`src/bdq_pkg.sv`:
```
// shared types and codes for the bounded deque with search
`timescale 1ns / 1ps

package bdq_pkg;

  // request kinds carried by in_kind
  typedef enum logic [2:0] {
    KIND_PUSH_FRONT = 3'd0,
    KIND_PUSH_BACK  = 3'd1,
    KIND_POP_FRONT  = 3'd2,
    KIND_FIND       = 3'd3,
    KIND_READ_AT    = 3'd4
  } kind_t;

  // result status codes carried by out_status
  typedef enum logic [2:0] {
    ST_OK        = 3'd0,
    ST_FULL      = 3'd1,
    ST_EMPTY     = 3'd2,
    ST_NOT_FOUND = 3'd3,
    ST_RANGE     = 3'd4
  } status_t;

  // sequencer states
  typedef enum logic [2:0] {
    S_IDLE,
    S_EXEC,
    S_FIND,
    S_RWAIT,
    S_OUT
  } state_t;

  localparam int unsigned WORD_W  = 32;
  localparam int unsigned KIND_W  = 3;
  localparam int unsigned POS_W   = 4;
  localparam int unsigned COUNT_W = 5;

endpackage

```
`src/bounded_deque_with_search.sv`:
```
// bounded deque of signed 32-bit words kept in a ring memory, with linear search
`timescale 1ns / 1ps

// Bounded deque with search. Holds up to DEPTH signed 32-bit words in a ring
// memory with one write port and one registered read port. Each input word is a
// request (push front, push back, pop front, find value, read at position) and
// gives exactly one output word with status, data, position and the count after
// the request. Requests are handled one at a time by a small sequencer around a
// shared ring-address adder and one 32-bit equality compare; in_stall is high
// from the acceptance of a request until its result has been moved into the
// output register. Push, pop, unknown kinds and an out-of-range read go from
// S_EXEC straight to S_OUT, a read at a valid position waits in S_RWAIT for the
// memory word, and a find stays in S_FIND until a hit or the end of the live range;
// the memory read port delivers one entry per cycle to the compare. The output
// register lets the next request be accepted while a result still waits behind
// out_stall. No clearing pass is needed after reset: only entries inside the
// live range are ever read. Entries outside 0..15 of result_position and
// 0..31 of count are truncated to the port widths for DEPTH above 16.
module bounded_deque_with_search #(
  parameter int unsigned DEPTH = 16
) (
  input  logic                          clk,
  input  logic                          rst_n,
  // request channel
  input  logic                          in_valid,
  output logic                          in_stall,
  input  logic [bdq_pkg::KIND_W-1:0]    in_kind,
  input  logic signed [bdq_pkg::WORD_W-1:0] in_value,
  input  logic [bdq_pkg::POS_W-1:0]     in_position,
  // result channel
  output logic                          out_valid,
  input  logic                          out_stall,
  output logic [bdq_pkg::KIND_W-1:0]    out_status,
  output logic signed [bdq_pkg::WORD_W-1:0] out_result_value,
  output logic [bdq_pkg::POS_W-1:0]     out_result_position,
  output logic [bdq_pkg::COUNT_W-1:0]   out_count
);

  import bdq_pkg::*;

  // ring index and count widths follow the depth
  localparam int unsigned AW = $clog2(DEPTH);
  localparam int unsigned CW = $clog2(DEPTH + 1);
  // common width wide enough for count, index and the port fields
  localparam int unsigned XW = CW + POS_W + 1;

  // sequencer
  state_t state_r, state_nxt;

  // ring bookkeeping
  logic [AW-1:0] head_r, head_nxt;
  logic [CW-1:0] count_r, count_nxt;

  // latched request
  logic [KIND_W-1:0] kind_r;
  logic [WORD_W-1:0] val_r;
  logic [POS_W-1:0]  pos_r;

  // search walk: issue index, and the index whose data sits in rd_data_r
  logic [CW-1:0] iss_r, iss_nxt;
  logic          chk_r, chk_nxt;
  logic [CW-1:0] chk_idx_r, chk_idx_nxt;

  // pending result
  status_t       res_status_r, res_status_nxt;
  logic [WORD_W-1:0] res_value_r, res_value_nxt;
  logic [CW-1:0] res_pos_r, res_pos_nxt;

  // output register
  logic              out_valid_r, out_valid_nxt;
  logic [KIND_W-1:0] out_status_r;
  logic [WORD_W-1:0] out_value_r;
  logic [POS_W-1:0]  out_pos_r;
  logic [COUNT_W-1:0] out_count_r;
  logic              out_load;

  // ring memory
  logic [WORD_W-1:0] mem [DEPTH];
  logic              mem_we;
  logic [AW-1:0]     mem_waddr;
  logic [AW-1:0]     rd_addr;
  logic [WORD_W-1:0] rd_data_r;

  // shared ring adder: (head + offset) mod DEPTH, offset never above DEPTH
  logic [CW-1:0] ring_off;
  logic [CW:0]   ring_sum;
  logic [CW:0]   ring_wrap;
  logic [AW-1:0] ring_idx;

  always_comb begin
    ring_sum  = (CW + 1)'(head_r) + (CW + 1)'(ring_off);
    ring_wrap = (ring_sum >= (CW + 1)'(DEPTH)) ? (ring_sum - (CW + 1)'(DEPTH)) : ring_sum;
    ring_idx  = ring_wrap[AW-1:0];
  end

  // helpers
  logic          accept;
  logic          full;
  logic          empty;
  logic          hit;
  logic          walk_end;
  logic [XW-1:0] pos_x;
  logic [XW-1:0] count_x;
  logic [XW-1:0] res_pos_x;
  logic [AW-1:0] head_dec;

  assign accept    = in_valid && !in_stall;
  assign full      = (count_r == CW'(DEPTH));
  assign empty     = (count_r == '0);
  assign hit       = chk_r && (rd_data_r == val_r);
  assign walk_end  = (iss_r == count_r);
  assign pos_x     = XW'(pos_r);
  assign count_x   = XW'(count_r);
  assign res_pos_x = XW'(res_pos_r);
  assign head_dec  = (head_r == '0) ? AW'(DEPTH - 1) : (head_r - AW'(1));
  assign out_load  = (state_r == S_OUT) && (!out_valid_r || !out_stall);

  // next state
  always_comb begin
    state_nxt = state_r;
    unique case (state_r)
      S_IDLE: begin
        if (accept) state_nxt = S_EXEC;
      end
      S_EXEC: begin
        priority if (kind_r == KIND_FIND) begin
          state_nxt = S_FIND;
        end else if (kind_r == KIND_READ_AT && pos_x < count_x) begin
          state_nxt = S_RWAIT;
        end else begin
          state_nxt = S_OUT;
        end
      end
      S_FIND: begin
        if (hit || walk_end) state_nxt = S_OUT;
      end
      S_RWAIT: state_nxt = S_OUT;
      S_OUT: begin
        if (out_load) state_nxt = S_IDLE;
      end
      default: state_nxt = S_IDLE;
    endcase
  end

  // datapath control and next values
  always_comb begin
    head_nxt       = head_r;
    count_nxt      = count_r;
    iss_nxt        = iss_r;
    chk_nxt        = chk_r;
    chk_idx_nxt    = chk_idx_r;
    res_status_nxt = res_status_r;
    res_value_nxt  = res_value_r;
    res_pos_nxt    = res_pos_r;
    mem_we         = 1'b0;
    mem_waddr      = ring_idx;
    ring_off       = iss_r;
    out_valid_nxt  = out_load ? 1'b1 : (out_valid_r && out_stall);
    unique case (state_r)
      S_EXEC: begin
        res_status_nxt = ST_OK;
        res_value_nxt  = '0;
        res_pos_nxt    = '0;
        iss_nxt        = '0;
        chk_nxt        = 1'b0;
        unique case (kind_r)
          KIND_PUSH_FRONT: begin
            if (full) begin
              res_status_nxt = ST_FULL;
            end else begin
              mem_we    = 1'b1;
              mem_waddr = head_dec;
              head_nxt  = head_dec;
              count_nxt = count_r + CW'(1);
            end
          end
          KIND_PUSH_BACK: begin
            ring_off = count_r;
            if (full) begin
              res_status_nxt = ST_FULL;
            end else begin
              mem_we    = 1'b1;
              count_nxt = count_r + CW'(1);
            end
          end
          KIND_POP_FRONT: begin
            ring_off = CW'(1);
            if (empty) begin
              res_status_nxt = ST_EMPTY;
            end else begin
              count_nxt = count_r - CW'(1);
              // leaving the store empty puts the head back at zero
              head_nxt  = (count_r == CW'(1)) ? '0 : ring_idx;
            end
          end
          KIND_FIND: begin
            ring_off = '0;
          end
          KIND_READ_AT: begin
            ring_off = pos_x[CW-1:0];
            if (pos_x >= count_x) res_status_nxt = ST_RANGE;
          end
          default: begin
            ring_off = '0;
          end
        endcase
      end
      S_FIND: begin
        ring_off = iss_r;
        priority if (hit) begin
          res_status_nxt = ST_OK;
          res_value_nxt  = val_r;
          res_pos_nxt    = chk_idx_r;
        end else if (walk_end) begin
          res_status_nxt = ST_NOT_FOUND;
        end else begin
          iss_nxt     = iss_r + CW'(1);
          chk_nxt     = 1'b1;
          chk_idx_nxt = iss_r;
        end
      end
      S_RWAIT: begin
        res_value_nxt = rd_data_r;
      end
      default: begin
        ring_off = iss_r;
      end
    endcase
  end

  assign rd_addr = ring_idx;

  // ring memory, registered read
  always_ff @(posedge clk) begin
    if (mem_we) mem[mem_waddr] <= val_r;
    rd_data_r <= mem[rd_addr];
  end

  // control registers
  always_ff @(posedge clk) begin
    if (!rst_n) begin
      state_r     <= S_IDLE;
      head_r      <= '0;
      count_r     <= '0;
      chk_r       <= 1'b0;
      iss_r       <= '0;
      out_valid_r <= 1'b0;
    end else begin
      state_r     <= state_nxt;
      head_r      <= head_nxt;
      count_r     <= count_nxt;
      chk_r       <= chk_nxt;
      iss_r       <= iss_nxt;
      out_valid_r <= out_valid_nxt;
    end
  end

  // payload registers
  always_ff @(posedge clk) begin
    if (accept) begin
      kind_r <= in_kind;
      val_r  <= in_value;
      pos_r  <= in_position;
    end
    chk_idx_r    <= chk_idx_nxt;
    res_status_r <= res_status_nxt;
    res_value_r  <= res_value_nxt;
    res_pos_r    <= res_pos_nxt;
    if (out_load) begin
      out_status_r <= res_status_r;
      out_value_r  <= res_value_r;
      out_pos_r    <= res_pos_x[POS_W-1:0];
      out_count_r  <= count_x[COUNT_W-1:0];
    end
  end

  // one request at a time; results wait in the output word register
  assign in_stall            = (state_r != S_IDLE);
  assign out_valid           = out_valid_r;
  assign out_status          = out_status_r;
  assign out_result_value    = out_value_r;
  assign out_result_position = out_pos_r;
  assign out_count           = out_count_r;

  // count never goes past the capacity
  a_count_bound: assert property (@(posedge clk) disable iff (!rst_n)
    count_r <= CW'(DEPTH))
    else $error("entry count above capacity");

  // an empty store always has its head at zero
  a_empty_head: assert property (@(posedge clk) disable iff (!rst_n)
    count_r == '0 |-> head_r == '0)
    else $error("empty store with nonzero head");

  // the search walk never issues past the live range
  a_walk_bound: assert property (@(posedge clk) disable iff (!rst_n)
    state_r == S_FIND |-> iss_r <= count_r)
    else $error("search index beyond count");

  // a new result word only appears out of the hand-off state
  a_out_src: assert property (@(posedge clk) disable iff (!rst_n)
    $rose(out_valid_r) |-> $past(state_r == S_OUT))
    else $error("result word raised outside hand-off");

endmodule

```
`config.mk`:
```
export PLATFORM = sky130hd
export DESIGN_NAME = bounded_deque_with_search
export DESIGN_NICKNAME = d
export VERILOG_FILES = /design/src/bdq_pkg.sv /design/src/bounded_deque_with_search.sv
export SDC_FILE = /design/constraint.sdc
export NUM_CORES = 1
export LEC_CHECK = 0
export ABC_AREA = 1
export BUFFER_PORTS_ARGS = -buffer_cell sky130_fd_sc_hd__clkbuf_2
export CORE_AREA = 4 4 304 306
export DETAILED_ROUTE_END_ITERATION = 10
export DIE_AREA = 0 0 308 310
export MAX_ROUTING_LAYER = met4
export PLACE_DENSITY = 0.42
export SLEW_MARGIN = 20
export SYNTH_ARGS = -nofsm -noshare
export SYNTH_HDL_FRONTEND = slang
export SYNTH_SLANG_ARGS = --single-unit
```
`constraint.sdc`:
```
create_clock -name clk -period 9.71 [get_ports clk]
set_input_delay 1.942 -clock clk [delete_from_list [all_inputs] [get_ports clk]]
set_output_delay 1.942 -clock clk [all_outputs]
set_load 0.05 [all_outputs]
```
==> run_results.csv <==
group,metric,value,unit
outcome,outcome,"finished, final reports clean",
route,drc_errors,0,
floorplan,core_region_area,0.0896,mm2
synth,synth-edff-count,638,
clock_tree,clk_latency,0.63,ns
critical_path,crit_fanout,44,
sta,final.period_utilization,55.2,%
pwr,combinationalPowerShare,7.9,%
clock_tree,post_cts_resize_count,0,
floorplan,die_y,310,um
sta,totalNegativeSetupSlack,0,ns
grt,globalRouteTotalUtil,15.9,%
critical_path,crit_end_category,"flop",
final_layout,final_layout_size_suffix_gt1_share,13.7,%
final_layout,final_common_cell,"edfxtp_1",
route,dr_total_vias,16185,
sta,hold_viol_final,0,
placement,numPlacedInstances,3132,
clock_tree,tritoncts,"built",
final_layout,num_antenna_cells,0,
synth,synth_ff_type,"edfxtp_1",
sta,slew_worst_pin,1.12,ns
final_layout,final_cell_mix,"edfxtp_1, o21ai_0, nor2_1",
sta,final_number_of_setup_violating_endpoints,0,
critical_path,worst-endpoint-arrival,5.64,ns
route,detail_route.iter0.violations,1317,
synth,synth.net_count,1985,
sta,fin_skew,0.0238,ns
synth,synth_seq_cells,689,
clock_tree,tritoncts.num_buffers,78,
placement,post_placement_setup_slack,4.34,ns
job,maxCapViolCount,0,
synth,synth.area.top_cells,"edfxtp_1, o21ai_0, o221ai_1",
route,route.final.wire_length,74500,um
clock_tree,clock_pin_slew_of_the_registers_on_the_worst_case_setup_and_hold_paths,0.06,ns
pwr,clock_share_of_power,41.0,%
floorplan,dieWidth,308,um
final_layout,stdcell_count,3275,
clock_tree,cts_htree_levels,3,
pwr,p_sw,1.69,mW
pwr,power.total,6.77,mW
placement,place_hpwl,44700,um
critical_path,worst-setup-path-type,"reg2reg",
placement,io_port_bufs,88,
sta,slew_headroom,24.9,%
route,route.antenna.remaining_nets,0,
pwr,power.static_leakage,10.4,nW
floorplan,dieArea,0.0955,mm2
grt,via_count_of_the_first_global_routing_pass,16310,
clock_tree,post-cts-setup-buffer-count,0,
route,vias_per_cell,4.94,
synth,postSynthAreaPerCell,13.9,um2
final_layout,post-route-util,35.0,%
sta,finalCriticalPeriod,5.36,ns
final_layout,nNetsFinal,2093,
synth,synth_top_cell_by_area,"edfxtp_1",
pwr,max-vdd-ir-drop,132,uV
synth,synth.top_cell.area_share,71.5,%
synth,yosys_warnings,0,
synth,synthCells,1928,
clock_tree,clock_path_buffers,3,
clock_tree,numClockSinks,689,
clock_tree,cts.root.buffer_cell,"clkbuf_16",
route,drt-wirelength-per-cell,22.8,um
grt,gr-total-overflow,0,
synth,async_reset_ff_share,0,%
min_path,holdCritPathClass,"reg2reg",
floorplan,floorplan.initialDensity,29.9,%
critical_path,cp_data_required_time,9.99,ns
sta,final_max_slew_viol_count,0,
sta,fin_worst_hold_slack,0.417,ns
synth,ys_types,43,
sta,fmaxAchievable,0.187,GHz
pwr,swShare,25.0,%
placement,gp_congestion,0.818,
grt,grt_max_degree,146,
critical_path,setup.worst_path.start_class,"flop",
floorplan,top_level_ports,89,
pwr,power_frac_seq,51.1,%
grt,grt_pass1_wl,110000,um
placement,placed_area,0.0289,mm2
final_layout,final_design_area_no_fill,0.0313,mm2
sta,setup_repair_after_global_routing_missed_its_margin,"no",
synth,mappedNetlistArea,0.0268,mm2
route,firstDrtPassIters,6,
final_layout,syn2layout_area_growth,16.9,%
floorplan,standard_cell_row_count,110,
grt,grt_antenna_before_repair,1,
clock_tree,cts_hold_buffers,0,
sta,final.setup.worst_slack,4.35,ns
synth,synth-seq-area-share,75.3,%
pwr,power-per-cell-area,216,mW/mm2
pwr,power_report.internal_total,5.08,mW
-- power by group through the flow --
stage	Clock (mW)	Sequential, mW	Combinational (mW)
after floorplan	0	3.52	0.301
after global placement	0	3.52	0.537
after detailed placement	0	3.52	0.544
after CTS	2.86	3.46	0.545
after global routing	2.99	3.47	0.591
final	2.77	3.46	0.535
-- cell usage after synthesis (all sizes together), types with 2 or more instances --
| cell type | instances |
|---|---|
| nand2 | 151 |
| nor2 | 240 |
| a221oi | 2 |
| dfxtp | 51 |
| o21ai | 265 |
| edfxtp | 638 |
| nand3 | 66 |
| a21oi | 23 |
| mux2i | 64 |
| o211ai | 2 |
| ha | 13 |
| clkbuf | 85 |
| nor3 | 10 |
| o22ai | 23 |
| xor2 | 11 |
| o221ai | 128 |
| buf | 25 |
| nand4 | 9 |
| xnor2 | 8 |
| inv | 101 |
| clkinv | 2 |
-- path summary, 6_finish.rpt --
check | to | start | cells after the start | slack (ns)
worst max-delay path | mem[8][6] | state_r[0] | 16 | 4.35
worst min-delay path | out_result_position[1] | res_pos_r[1] | 0 | 0.42
worst max register to register | mem[8][6] | state_r[0] | 16 | 4.35
worst min register to register | out_result_position[1] | res_pos_r[1] | 0 | 0.42
-- state kept, by name, summed over array words and instances, names as in the netlist, 4 cells and up --
register,count
mem,512
out_result_value,32
rd_data_r,32
res_value_r,32
val_r,32
count_r,5
iss_r,5
out_count,5
chk_idx_r,4
head_r,4
out_result_position,4
pos_r,4
res_pos_r,4
-- critical path, stage by stage (launching register included) --
cell and delay, ns:
dfxtp_1 0.65, inv_2 0.12, nor3_4 0.20, inv_2 0.18
a31oi_1 0.20, inv_1 0.08, o21ai_0 0.30, ha_4 0.18
inv_1 0.05, fa_4 0.82, inv_2 0.32, nand2_1 0.18
o21ai_1 0.11, inv_1 0.10, nand3_1 0.31, nor2_4 0.69
buf_4 0.45
-- cell type report --
class / count / area [um2]
clock buffers: 105 / 2070
flip-flops and latches: 689 / 20200
repair buffers: 138 / 958
inverters: 103 / 389
multi-input cells: 1026 / 5950
fillers: 8603 / 58300
well taps: 1176 / 1470
clock inverters: 38 / 305
-- cell families after synthesis --
| kind of cell | after synthesis | share of synthesized area [%] |
|---|---|---|
| and+or+nand+nor | 479 | 7.39 |
| DFF | 689 | 75.3 |
| buffers and inverters | 213 | 3.17 |
| adders and majority gates | 14 | 0.682 |
| AOI/OAI and AO/OA | 450 | 10.4 |
| xor gates and xnor gates | 19 | 0.621 |
| muxes | 64 | 2.39 |
-- routing by layer --
| layer | global-route usage [%] | share of wire, % | up-vias | wire length [um] |
|---|---|---|---|---|
| met1 | 22.2 | 48 | 8222 | 35800 |
| met3 | 2.46 | 4.7 | 106 | 3490 |
| li1 | - | - | 7461 | - |
| met4 | 4.69 | 2.3 | 0 | 1750 |
| met2 | 24.3 | 45 | 396 | 33500 |
| met5 | - | 0 | - | 0 |
No activity file was read; power rests on OpenSTA's default activity.
